`src/rtl/ipf_pkg.sv`:
```
// Shared types, character constants and helpers for the receive-frame parser queue.
// Used by ipf_parser and ipd_frame_parser_queue; depends on nothing else.
`default_nettype none

package ipf_pkg;

   localparam int CONN_W   = 14;   // connection number field
   localparam int LEN_W    = 7;    // payload length / count field
   localparam int BYTE_W   = 8;
   localparam int DIGIT_W  = 3;
   localparam int PREFIX_LEN = 5;

   localparam logic [BYTE_W-1:0] CHR_NL    = 8'h0A;
   localparam logic [BYTE_W-1:0] CHR_COMMA = 8'h2C;
   localparam logic [BYTE_W-1:0] CHR_COLON = 8'h3A;
   localparam logic [BYTE_W-1:0] CHR_ZERO  = 8'h30;
   localparam logic [BYTE_W-1:0] CHR_NINE  = 8'h39;

   // header length includes two bytes that are not payload
   localparam logic [CONN_W-1:0] LEN_OVERHEAD = 14'd2;

   localparam logic [DIGIT_W-1:0] PREFIX_END = 3'd4;

   typedef enum logic [4:0] {
      PH_PREFIX  = 5'b00001,
      PH_CONN    = 5'b00010,
      PH_LEN     = 5'b00100,
      PH_PAYLOAD = 5'b01000,
      PH_SKIP    = 5'b10000
   } phase_type;

   typedef enum logic [2:0] {
      PS_IDLE   = 3'b001,
      PS_EMPTY  = 3'b010,
      PS_STREAM = 3'b100
   } pop_state_type;

   // events from the parser to the queue store
   typedef struct packed {
      logic              text_we;
      logic [LEN_W-1:0]  text_index;
      logic [BYTE_W-1:0] text_byte;
      logic              capture_start;
      logic              commit;
      logic [CONN_W-1:0] conn;
      logic [LEN_W-1:0]  size;
   } evt_type;

   typedef struct packed {
      logic [CONN_W-1:0] conn;
      logic [LEN_W-1:0]  size;
   } meta_type;

   // "+IPD," character at a given prefix position
   function automatic logic [BYTE_W-1:0] prefix_char(input logic [DIGIT_W-1:0] pos);
      logic [BYTE_W-1:0] c;
      case (pos)
         3'd0:    c = 8'h2B;
         3'd1:    c = 8'h49;
         3'd2:    c = 8'h50;
         3'd3:    c = 8'h44;
         3'd4:    c = 8'h2C;
         default: c = 8'h00;
      endcase
      return c;
   endfunction

   // acc * 10 + d, truncated to the field
   function automatic logic [CONN_W-1:0] dec_mac(input logic [CONN_W-1:0] acc,
                                                input logic [3:0] d);
      logic [CONN_W+2:0] t;
      t = {acc, 3'b000} + {2'b00, acc, 1'b0} + {{(CONN_W-1){1'b0}}, d};
      return t[CONN_W-1:0];
   endfunction

endpackage

`default_nettype wire

```
`src/rtl/ipf_parser.sv`:
```
// Line parser for "+IPD,<conn>,<len>:<payload>" frames; emits text writes,
// capture start and commit events. Depends on ipf_pkg.
`default_nettype none

module ipf_parser #(
   parameter int MAX_TEXT   = 64,
   parameter int MAX_DIGITS = 4
) (
   input  wire logic                        clock,
   input  wire logic                        reset,
   input  wire logic                        byte_valid,
   input  wire logic [ipf_pkg::BYTE_W-1:0]  byte_data,
   output ipf_pkg::evt_type                 evt
);

   localparam logic [ipf_pkg::LEN_W-1:0]   TEXT_CAP  = MAX_TEXT[ipf_pkg::LEN_W-1:0];
   localparam logic [ipf_pkg::DIGIT_W-1:0] DIGIT_CAP = MAX_DIGITS[ipf_pkg::DIGIT_W-1:0];

   ipf_pkg::phase_type               phase_ff, phase_in;
   logic [ipf_pkg::DIGIT_W-1:0]      pos_ff, pos_in;
   logic [ipf_pkg::CONN_W-1:0]       conn_ff, conn_in;
   logic [ipf_pkg::CONN_W-1:0]       len_ff, len_in;
   logic [ipf_pkg::DIGIT_W-1:0]      dig_ff, dig_in;
   logic [ipf_pkg::LEN_W-1:0]        pay_ff, pay_in;

   logic is_digit;
   logic room;

   always_comb begin
      phase_in = phase_ff;
      pos_in   = pos_ff;
      conn_in  = conn_ff;
      len_in   = len_ff;
      dig_in   = dig_ff;
      pay_in   = pay_ff;
      evt      = '0;
      evt.text_byte  = byte_data;
      evt.text_index = pay_ff;
      evt.conn       = conn_ff;
      is_digit = byte_data inside {[ipf_pkg::CHR_ZERO:ipf_pkg::CHR_NINE]};
      room     = dig_ff < DIGIT_CAP;
      if (byte_valid) begin
         case (phase_ff)
            ipf_pkg::PH_PREFIX: begin
               if (byte_data == ipf_pkg::prefix_char(pos_ff)) begin
                  if (pos_ff == ipf_pkg::PREFIX_END) begin
                     pos_in   = '0;
                     conn_in  = '0;
                     dig_in   = '0;
                     phase_in = ipf_pkg::PH_CONN;
                  end else begin
                     pos_in = pos_ff + 3'd1;
                  end
               end else if (byte_data == ipf_pkg::CHR_NL) begin
                  pos_in = '0;
               end else begin
                  pos_in   = '0;
                  phase_in = ipf_pkg::PH_SKIP;
               end
            end
            ipf_pkg::PH_CONN: begin
               if (is_digit && room) begin
                  conn_in = ipf_pkg::dec_mac(conn_ff, byte_data[3:0]);
                  dig_in  = dig_ff + 3'd1;
               end else if (byte_data == ipf_pkg::CHR_COMMA && dig_ff != '0) begin
                  len_in   = '0;
                  dig_in   = '0;
                  phase_in = ipf_pkg::PH_LEN;
               end else begin
                  phase_in = (byte_data == ipf_pkg::CHR_NL) ? ipf_pkg::PH_PREFIX
                                                             : ipf_pkg::PH_SKIP;
               end
            end
            ipf_pkg::PH_LEN: begin
               if (is_digit && room) begin
                  len_in = ipf_pkg::dec_mac(len_ff, byte_data[3:0]);
                  dig_in = dig_ff + 3'd1;
               end else if (byte_data == ipf_pkg::CHR_COLON && dig_ff != '0
                            && len_ff > ipf_pkg::LEN_OVERHEAD) begin
                  len_in            = len_ff - ipf_pkg::LEN_OVERHEAD;
                  pay_in            = '0;
                  evt.capture_start = 1'b1;
                  phase_in          = ipf_pkg::PH_PAYLOAD;
               end else begin
                  phase_in = (byte_data == ipf_pkg::CHR_NL) ? ipf_pkg::PH_PREFIX
                                                             : ipf_pkg::PH_SKIP;
               end
            end
            ipf_pkg::PH_PAYLOAD: begin
               // bytes past the text size are counted off but not stored
               if (pay_ff < TEXT_CAP) begin
                  evt.text_we = 1'b1;
                  pay_in      = pay_ff + 7'd1;
               end
               len_in = len_ff - 14'd1;
               if (len_ff == 14'd1) begin
                  evt.commit = 1'b1;
                  evt.size   = pay_in;
                  phase_in   = ipf_pkg::PH_SKIP;
               end
            end
            ipf_pkg::PH_SKIP: begin
               if (byte_data == ipf_pkg::CHR_NL) begin
                  phase_in = ipf_pkg::PH_PREFIX;
                  pos_in   = '0;
               end
            end
            default: begin
               phase_in = ipf_pkg::PH_PREFIX;
               pos_in   = '0;
            end
         endcase
      end
   end

   always_ff @(posedge clock) begin
      if (reset) begin
         phase_ff <= ipf_pkg::PH_PREFIX;
         pos_ff   <= '0;
         conn_ff  <= '0;
         len_ff   <= '0;
         dig_ff   <= '0;
         pay_ff   <= '0;
      end else begin
         phase_ff <= phase_in;
         pos_ff   <= pos_in;
         conn_ff  <= conn_in;
         len_ff   <= len_in;
         dig_ff   <= dig_in;
         pay_ff   <= pay_in;
      end
   end

endmodule

`default_nettype wire

```
`src/rtl/ipd_frame_parser_queue.sv`:
```
// A received byte gives no result. A pop is accepted and the slot header is read into
// a register in that cycle; the first result passes the text read register and stage A to stage B.
// Throughput: one byte per cycle while no pop is in progress; a pop holds the input through the
// header read and one text-memory read per byte, an empty pop through its empty state.
// Reset (synchronous) clears parser, queue pointers and output stages; the text
// and header memories are not cleared and need no clearing pass.
`default_nettype none

module ipd_frame_parser_queue #(
   parameter int QUEUE_DEPTH = 8,
   parameter int MAX_TEXT    = 64,
   parameter int MAX_DIGITS  = 4
) (
   input  wire logic        clock,
   input  wire logic        reset,
   input  wire logic        csr_wr_en,
   input  wire logic        csr_wr_data,   // server_enable
   input  wire logic        req_tvalid,
   output      logic        req_tready,
   input  wire logic [7:0]  req_tdata,     // [7:0] rx_byte
   input  wire logic        req_tuser,     // [0] func
   output      logic        rsp_tvalid,
   input  wire logic        rsp_tready,
   output      logic [31:0] rsp_tdata,     // [13:0] connection, [20:14] message_length,
                                           // [28:21] data_byte, [31:29] zero
   output      logic        rsp_tuser,     // [0] queue_empty
   output      logic        rsp_tlast      // last_byte
);

   localparam int SLOT_W     = $clog2(QUEUE_DEPTH);
   localparam int CNT_W      = $clog2(QUEUE_DEPTH + 1);
   localparam int TXT_W      = $clog2(MAX_TEXT);
   localparam int TEXT_DEPTH = QUEUE_DEPTH << TXT_W;
   localparam int LAST_SLOT_I = QUEUE_DEPTH - 1;
   localparam logic [CNT_W-1:0]  FULL      = QUEUE_DEPTH[CNT_W-1:0];
   localparam logic [SLOT_W-1:0] LAST_SLOT = LAST_SLOT_I[SLOT_W-1:0];

   function automatic logic [SLOT_W-1:0] next_slot(input logic [SLOT_W-1:0] s);
      return (s == LAST_SLOT) ? '0 : s + 1'b1;
   endfunction

   logic                      enable_ff;
   ipf_pkg::pop_state_type    state_ff, state_in;
   logic [SLOT_W-1:0]         head_ff, head_in;
   logic [SLOT_W-1:0]         tail_ff, tail_in;
   logic [CNT_W-1:0]          count_ff, count_in;
   logic [SLOT_W-1:0]         slot_ff, slot_in;
   logic [TXT_W-1:0]          k_ff, k_in;

   logic [7:0]                text_mem [TEXT_DEPTH];
   ipf_pkg::meta_type         meta_mem [QUEUE_DEPTH];
   ipf_pkg::meta_type         meta_q_ff;
   logic [7:0]                rd_q_ff;

   // stage A is registered alongside the text read register, stage B is the output register
   logic                          a_valid_ff, a_last_ff, a_empty_ff;
   logic [ipf_pkg::CONN_W-1:0]    a_conn_ff;
   logic [ipf_pkg::LEN_W-1:0]     a_len_ff;
   logic                          b_valid_ff, b_last_ff, b_empty_ff;
   logic [ipf_pkg::CONN_W-1:0]    b_conn_ff;
   logic [ipf_pkg::LEN_W-1:0]     b_len_ff;
   logic [7:0]                    b_data_ff;

   ipf_pkg::evt_type          evt;
   logic                      req_xfer, pop_xfer, byte_xfer;
   logic                      advance, issue_text, issue_empty, issue_last;
   logic [ipf_pkg::LEN_W-1:0] k_ext;

   assign req_tready = (state_ff == ipf_pkg::PS_IDLE);
   assign req_xfer   = req_tvalid && req_tready;
   assign pop_xfer   = req_xfer && req_tuser;
   assign byte_xfer  = req_xfer && !req_tuser && enable_ff;

   ipf_parser #(
      .MAX_TEXT   (MAX_TEXT),
      .MAX_DIGITS (MAX_DIGITS)
   ) u_parser (
      .clock      (clock),
      .reset      (reset),
      .byte_valid (byte_xfer),
      .byte_data  (req_tdata),
      .evt        (evt)
   );

   assign advance     = !b_valid_ff || rsp_tready;
   assign issue_text  = (state_ff == ipf_pkg::PS_STREAM) && advance;
   assign issue_empty = (state_ff == ipf_pkg::PS_EMPTY) && advance;
   assign k_ext       = ipf_pkg::LEN_W'(k_ff);
   assign issue_last  = (k_ext + 7'd1) == meta_q_ff.size;

   always_comb begin
      state_in = state_ff;
      head_in  = head_ff;
      tail_in  = tail_ff;
      count_in = count_ff;
      slot_in  = slot_ff;
      k_in     = k_ff;
      if (evt.capture_start && count_ff == FULL) begin
         // oldest message makes room before the new one is written
         head_in  = next_slot(head_ff);
         count_in = count_ff - 1'b1;
      end else if (evt.commit) begin
         tail_in  = next_slot(tail_ff);
         count_in = count_ff + 1'b1;
      end else if (pop_xfer) begin
         if (count_ff == '0) begin
            state_in = ipf_pkg::PS_EMPTY;
         end else begin
            slot_in  = head_ff;
            head_in  = next_slot(head_ff);
            count_in = count_ff - 1'b1;
            k_in     = '0;
            state_in = ipf_pkg::PS_STREAM;
         end
      end
      case (state_ff)
         ipf_pkg::PS_IDLE: ;
         ipf_pkg::PS_EMPTY: begin
            if (advance) state_in = ipf_pkg::PS_IDLE;
         end
         ipf_pkg::PS_STREAM: begin
            if (issue_text) begin
               if (issue_last) state_in = ipf_pkg::PS_IDLE;
               else k_in = k_ff + 1'b1;
            end
         end
         default: state_in = ipf_pkg::PS_IDLE;
      endcase
   end

   always_ff @(posedge clock) begin
      if (reset) begin
         enable_ff  <= 1'b0;
         state_ff   <= ipf_pkg::PS_IDLE;
         head_ff    <= '0;
         tail_ff    <= '0;
         count_ff   <= '0;
         a_valid_ff <= 1'b0;
         b_valid_ff <= 1'b0;
      end else begin
         if (csr_wr_en) enable_ff <= csr_wr_data;
         state_ff <= state_in;
         head_ff  <= head_in;
         tail_ff  <= tail_in;
         count_ff <= count_in;
         if (advance) begin
            a_valid_ff <= issue_text || issue_empty;
            b_valid_ff <= a_valid_ff;
         end
      end
   end

   always_ff @(posedge clock) begin
      slot_ff <= slot_in;
      k_ff    <= k_in;
      if (advance) begin
         a_last_ff  <= issue_empty || issue_last;
         a_empty_ff <= issue_empty;
         a_conn_ff  <= issue_empty ? '0 : meta_q_ff.conn;
         a_len_ff   <= issue_empty ? '0 : meta_q_ff.size;
         b_last_ff  <= a_last_ff;
         b_empty_ff <= a_empty_ff;
         b_conn_ff  <= a_conn_ff;
         b_len_ff   <= a_len_ff;
         b_data_ff  <= a_empty_ff ? '0 : rd_q_ff;
      end
   end

   // text store: writes come from byte transfers, reads only while streaming
   always_ff @(posedge clock) begin
      if (evt.text_we) begin
         text_mem[{tail_ff, evt.text_index[TXT_W-1:0]}] <= evt.text_byte;
      end else if (issue_text) begin
         rd_q_ff <= text_mem[{slot_ff, k_ff}];
      end
   end

   always_ff @(posedge clock) begin
      if (evt.commit) begin
         meta_mem[tail_ff] <= '{conn: evt.conn, size: evt.size};
      end else if (pop_xfer) begin
         meta_q_ff <= meta_mem[head_ff];
      end
   end

   assign rsp_tvalid = b_valid_ff;
   assign rsp_tdata  = {3'b000, b_data_ff, b_len_ff, b_conn_ff};
   assign rsp_tuser  = b_empty_ff;
   assign rsp_tlast  = b_last_ff;

   a_count_bound: assert property (@(posedge clock) disable iff (reset)
      count_ff <= FULL)
      else $error("queue count beyond depth");

   a_empty_pop: assert property (@(posedge clock) disable iff (reset)
      pop_xfer && count_ff == '0 |=> state_ff == ipf_pkg::PS_EMPTY)
      else $error("pop of empty queue did not report empty");

   a_text_port: assert property (@(posedge clock) disable iff (reset)
      evt.text_we |-> state_ff == ipf_pkg::PS_IDLE)
      else $error("text write during pop stream");

   a_issue_bound: assert property (@(posedge clock) disable iff (reset)
      issue_text |-> k_ext < meta_q_ff.size)
      else $error("text read past stored length");

   a_empty_result: assert property (@(posedge clock) disable iff (reset)
      b_valid_ff && b_empty_ff |-> b_last_ff && b_data_ff == '0 && b_len_ff == '0)
      else $error("empty result malformed");

endmodule

`default_nettype wire
```
`config.mk`:
```
export PLATFORM = sky130hd
export DESIGN_NAME = ipd_frame_parser_queue
export DESIGN_NICKNAME = d
export VERILOG_FILES = /design/src/rtl/ipf_pkg.sv /design/src/rtl/ipf_parser.sv /design/src/rtl/ipd_frame_parser_queue.sv
export SDC_FILE = /design/constraint.sdc
export NUM_CORES = 2
export LEC_CHECK = 0
export BUFFER_PORTS_ARGS = -buffer_cell sky130_fd_sc_hd__buf_4
export CAP_MARGIN = 20
export CORE_AREA = 2 2 668 537
export CTS_BUF_LIST = sky130_fd_sc_hd__clkbuf_4 sky130_fd_sc_hd__clkbuf_8
export DETAILED_ROUTE_END_ITERATION = 8
export DIE_AREA = 0 0 670 539
export SYNTH_ARGS = -nofsm -noshare
export SYNTH_HDL_FRONTEND = slang
export SYNTH_HIERARCHICAL = 1
export SYNTH_MEMORY_MAX_BITS = 65536
export SYNTH_SLANG_ARGS = --single-unit
```
`constraint.sdc`:
```
create_clock -name clock -period 3.92 [get_ports clock]
set_input_delay 0.588 -clock clock [delete_from_list [all_inputs] [get_ports clock]]
set_output_delay 0.588 -clock clock [all_outputs]
set_load 0.01 [all_outputs]
```
==> flow_summary.json <==
{
  "first_global_vias": 94794,
  "synth_top_flop_cell": "edfxtp_1",
  "drt-total-wl_um": 490000,
  "htreeDepth": 6,
  "fill_cells": 26719,
  "regToRegStartpoint": "k_ff[5]$_DFF_P_",
  "avgRoutedWirePerCell_um": 31.5,
  "tritoncts": "built",
  "ys_types": 101,
  "drc": 0,
  "placed_cells": 14323,
  "drt_pass1_iterations": 6,
  "cts_buffers": 673,
  "cp-start-kind": "flop",
  "timing.final.crit_period_ns": 3.94,
  "pin_count": 51,
  "fp.dieH_um": 539,
  "initial_utilization_pct": 49.8,
  "rows": 196,
  "yosysSeqAreaShare_pct": 74.7,
  "relSlewSlack_pct": -10.9,
  "finalHoldViolCount": 0,
  "io_buffers": 47,
  "cp-end-kind": "flop",
  "synth_area_um2": 177000,
  "cp.arrival_ns": 4.93,
  "drive_gt1_share_pct": 26.0,
  "skew_ns": 0.0911,
  "max_cap_viol_count": 0,
  "crit_fanout": 15,
  "syn_area_per_cell_um2": 19.2,
  "die_x_um": 670,
  "overflow": 0,
  "place.gp.congestion": 0.929,
  "synth-seq-cells": 4418,
  "crit_path_start": "k_ff[5]$_DFF_P_",
  "setup_tns_ns": -0.0205,
  "dieArea_um2": 361000,
  "ys_warn_count": 6,
  "mostFrequentLayoutCells": "edfxtp_1 (4350), buf_4 (854), nor2_1 (689)",
  "fmax_ghz": 0.254,
  "vias_per_cell": 6.24,
  "layout_commonest_cell": "edfxtp_1",
  "num_vias": 97047,
  "hp-start": "req_tdata[0]",
  "hold_path.class": "primary input to flop",
  "worst_slew_pin_slew_ns": 1.66,
  "drtIter0Drc": 13763,
  "crit_required_ns": 4.91,
  "synthArstFlopShare_pct": 0,
  "layout_setup_ws_ns": -0.0205,
  "criticalPathCategory": "flop to flop",
  "multi_input_comb_area_um2": 40900,
  "area_delta_synth_final_pct": 13.6,
  "syn_inst": 9186,
  "cellPowerDensity_nw_per_um2": 470,
  "regArea_um2": 132000,
  "grt_max_degree": 193,
  "violations": "max-slew violations, negative setup slack",
  "grt_pass1_wl_um": 695000,
  "nNetsFinal": 10348,
  "ir_drop_mv": 0.315,
  "track_usage_pct": 26.6,
  "clkSinkCount": 4418,
  "leakagePower_nw": 62.3,
  "clockRootBuffer": "clkbuf_8",
  "synth_edf_count": 4350,
  "post-dp-hpwl_um": 308000,
  "maxSlewViolCount": 86,
  "core_um2": 355000,
  "drtAntennaViolNets": 0,
  "rsz0062_at_grt": "yes",
  "final_cells": 15553,
  "status": "complete, but fails checks",
  "clk_pin_slew_ns": 0.07,
  "worstSkewPairLatency_ns": 1.24,
  "setup_viol": 1,
  "post-route-period-util_pct": 101,
  "clockBufferDepth": 4,
  "antenna_found_initial": 25
}
## synthesized netlist by cell type (16+ instances only)
cell type     n  share of area, %
buf_1        53              0.11
dfxtp_1      68              0.77
buf_6        72              0.46
a22oi_1      16             0.068
nand2_1     255              0.54
nand3_1      70              0.20
buf_12       20              0.23
a2111oi_0    30              0.15
mux4_1      110               1.6
xnor2_1      25              0.12
buf_2       112              0.32
nor2_1      705               1.5
o21a_1       20             0.085
a211o_1      20             0.099
and2_1       22             0.078
a21oi_1     188              0.53
and3_1       23             0.081
edfxtp_1   4350                74
ha_1         65              0.46
mux4_2      654               8.3
o21ai_0     121              0.34
mux2_2       58              0.37
buf_4        55              0.23
nand4_1      40              0.14
o31ai_1      24              0.10
a31oi_1      25             0.089
nor4_1       62              0.22
or2_2        19             0.067
nor3_1      141              0.40
inv_1        29             0.062
a211oi_1     63              0.27
o22ai_1     191              0.68
o221ai_1    241               1.2
buf_8        43              0.37
or3_1        33              0.12
mux2i_1     661               3.7
nor2b_1      54              0.19
nand2b_1     40              0.14
clkbuf_1    207              0.44
## what timing repair did
| action | in CTS | in global routing |
|---|---|---|
| setup endpoints to repair | 3 | 235 |
| pin swaps | 0 | 4 |
| resized for setup | 3 | 24 |
| setup buffers | 0 | 0 |
| endpoints found under the hold margin | 277 | 0 |
| cloned | 0 | 2 |
| hold buffers | 15 | 0 |
## sequential cells by signal (all words and copies together) (netlist names), 14 cells and up
| register | cells |
|---|---|
| a_conn_ff | 14 |
| u_parser/len_ff | 14 |
| u_parser/conn_ff | 14 |
| meta_q_ff | 21 |
| meta_mem | 168 |
| text_mem | 4096 |
| b_conn_ff | 14 |
## through the flow
step           total power, W  util (%)  setup slack [ns]  hold slack (ns)  instance area (um^2)
2_1_floorplan          0.0566         -             0.600            0.400                177000
3_3_place_gp           0.0579      52.8            -0.339            0.403                187000
3_5_place_dp           0.0579      52.8            -0.324            0.406                187000
4_1_cts                0.0948      56.5            -0.190            0.113                200000
5_1_grt                0.0971      56.5           -0.0725            0.196                201000
6_report               0.0942      56.5           -0.0205            0.231                201000
## cell type report
| type | instances | area share, % |
|---|---|---|
| Tap cell | 4752 | 2.96 |
| Antenna cell | 10 | 0.0125 |
| Multi-Input combinational cell | 4167 | 20.4 |
| Clock inverter | 296 | 0.922 |
| Timing Repair Buffer | 974 | 4.30 |
| Sequential cell | 4418 | 65.8 |
| Clock buffer | 906 | 5.53 |
| Inverter | 30 | 0.0624 |
## kinds of logic (layout without fill, tap and decap cells)
family	Yosys count	in the layout	synth area share (%)
other cells	1	13	0.00212
flops	4418	4418	74.7
compound gates	1038	1038	4.14
fa+ha+maj	69	69	0.506
xor+xnor	41	41	0.212
buf+inv	603	2206	2.28
mux	1483	1483	14.1
simple gates	1533	1533	4.04
## final timing paths
check | to | slack (ns) | cells past startpoint
max | rd_q_ff[4]$_DFFE_PP_ | -0.02 | 8
min | text_mem[282][0]$_DFFE_PP_ | 0.23 | 2
max reg2reg | rd_q_ff[4]$_DFFE_PP_ | -0.02 | 8
min reg2reg | b_len_ff[1]$_DFFE_PN_ | 0.41 | 0
## critical path, cell delays in order, from the launching register on
cell and delay [ns]:
dfxtp_2 0.57, buf_4 0.27, nand4bb_2 0.56, buf_4 0.47, o31ai_1 0.28, nor4_1 0.09
nand4_1 0.38, nand4_1 0.66, and3_1 0.37
## power breakdown
part / switching, W / internal (W) / total [W]
Combinational: 0.00298 / 0.00210 / 0.00508
Sequential: 0.0000390 / 0.0519 / 0.0519
Clock: 0.0180 / 0.0193 / 0.0373
Total: 0.0210 / 0.0732 / 0.0942
## metal layers
| metal | wire [um] | global-route usage (%) | share of wire, % | vias up |
|---|---|---|---|---|
| met5 | 112 | 0 | 0.023 | - |
| met4 | 15100 | 8.31 | 3.1 | 16 |
| met3 | 49800 | 5.48 | 10 | 803 |
| met2 | 216000 | 38.9 | 44 | 5516 |
| met1 | 209000 | 40.4 | 43 | 50617 |
| li1 | - | - | - | 40095 |
(Power assumes the default switching activity.)
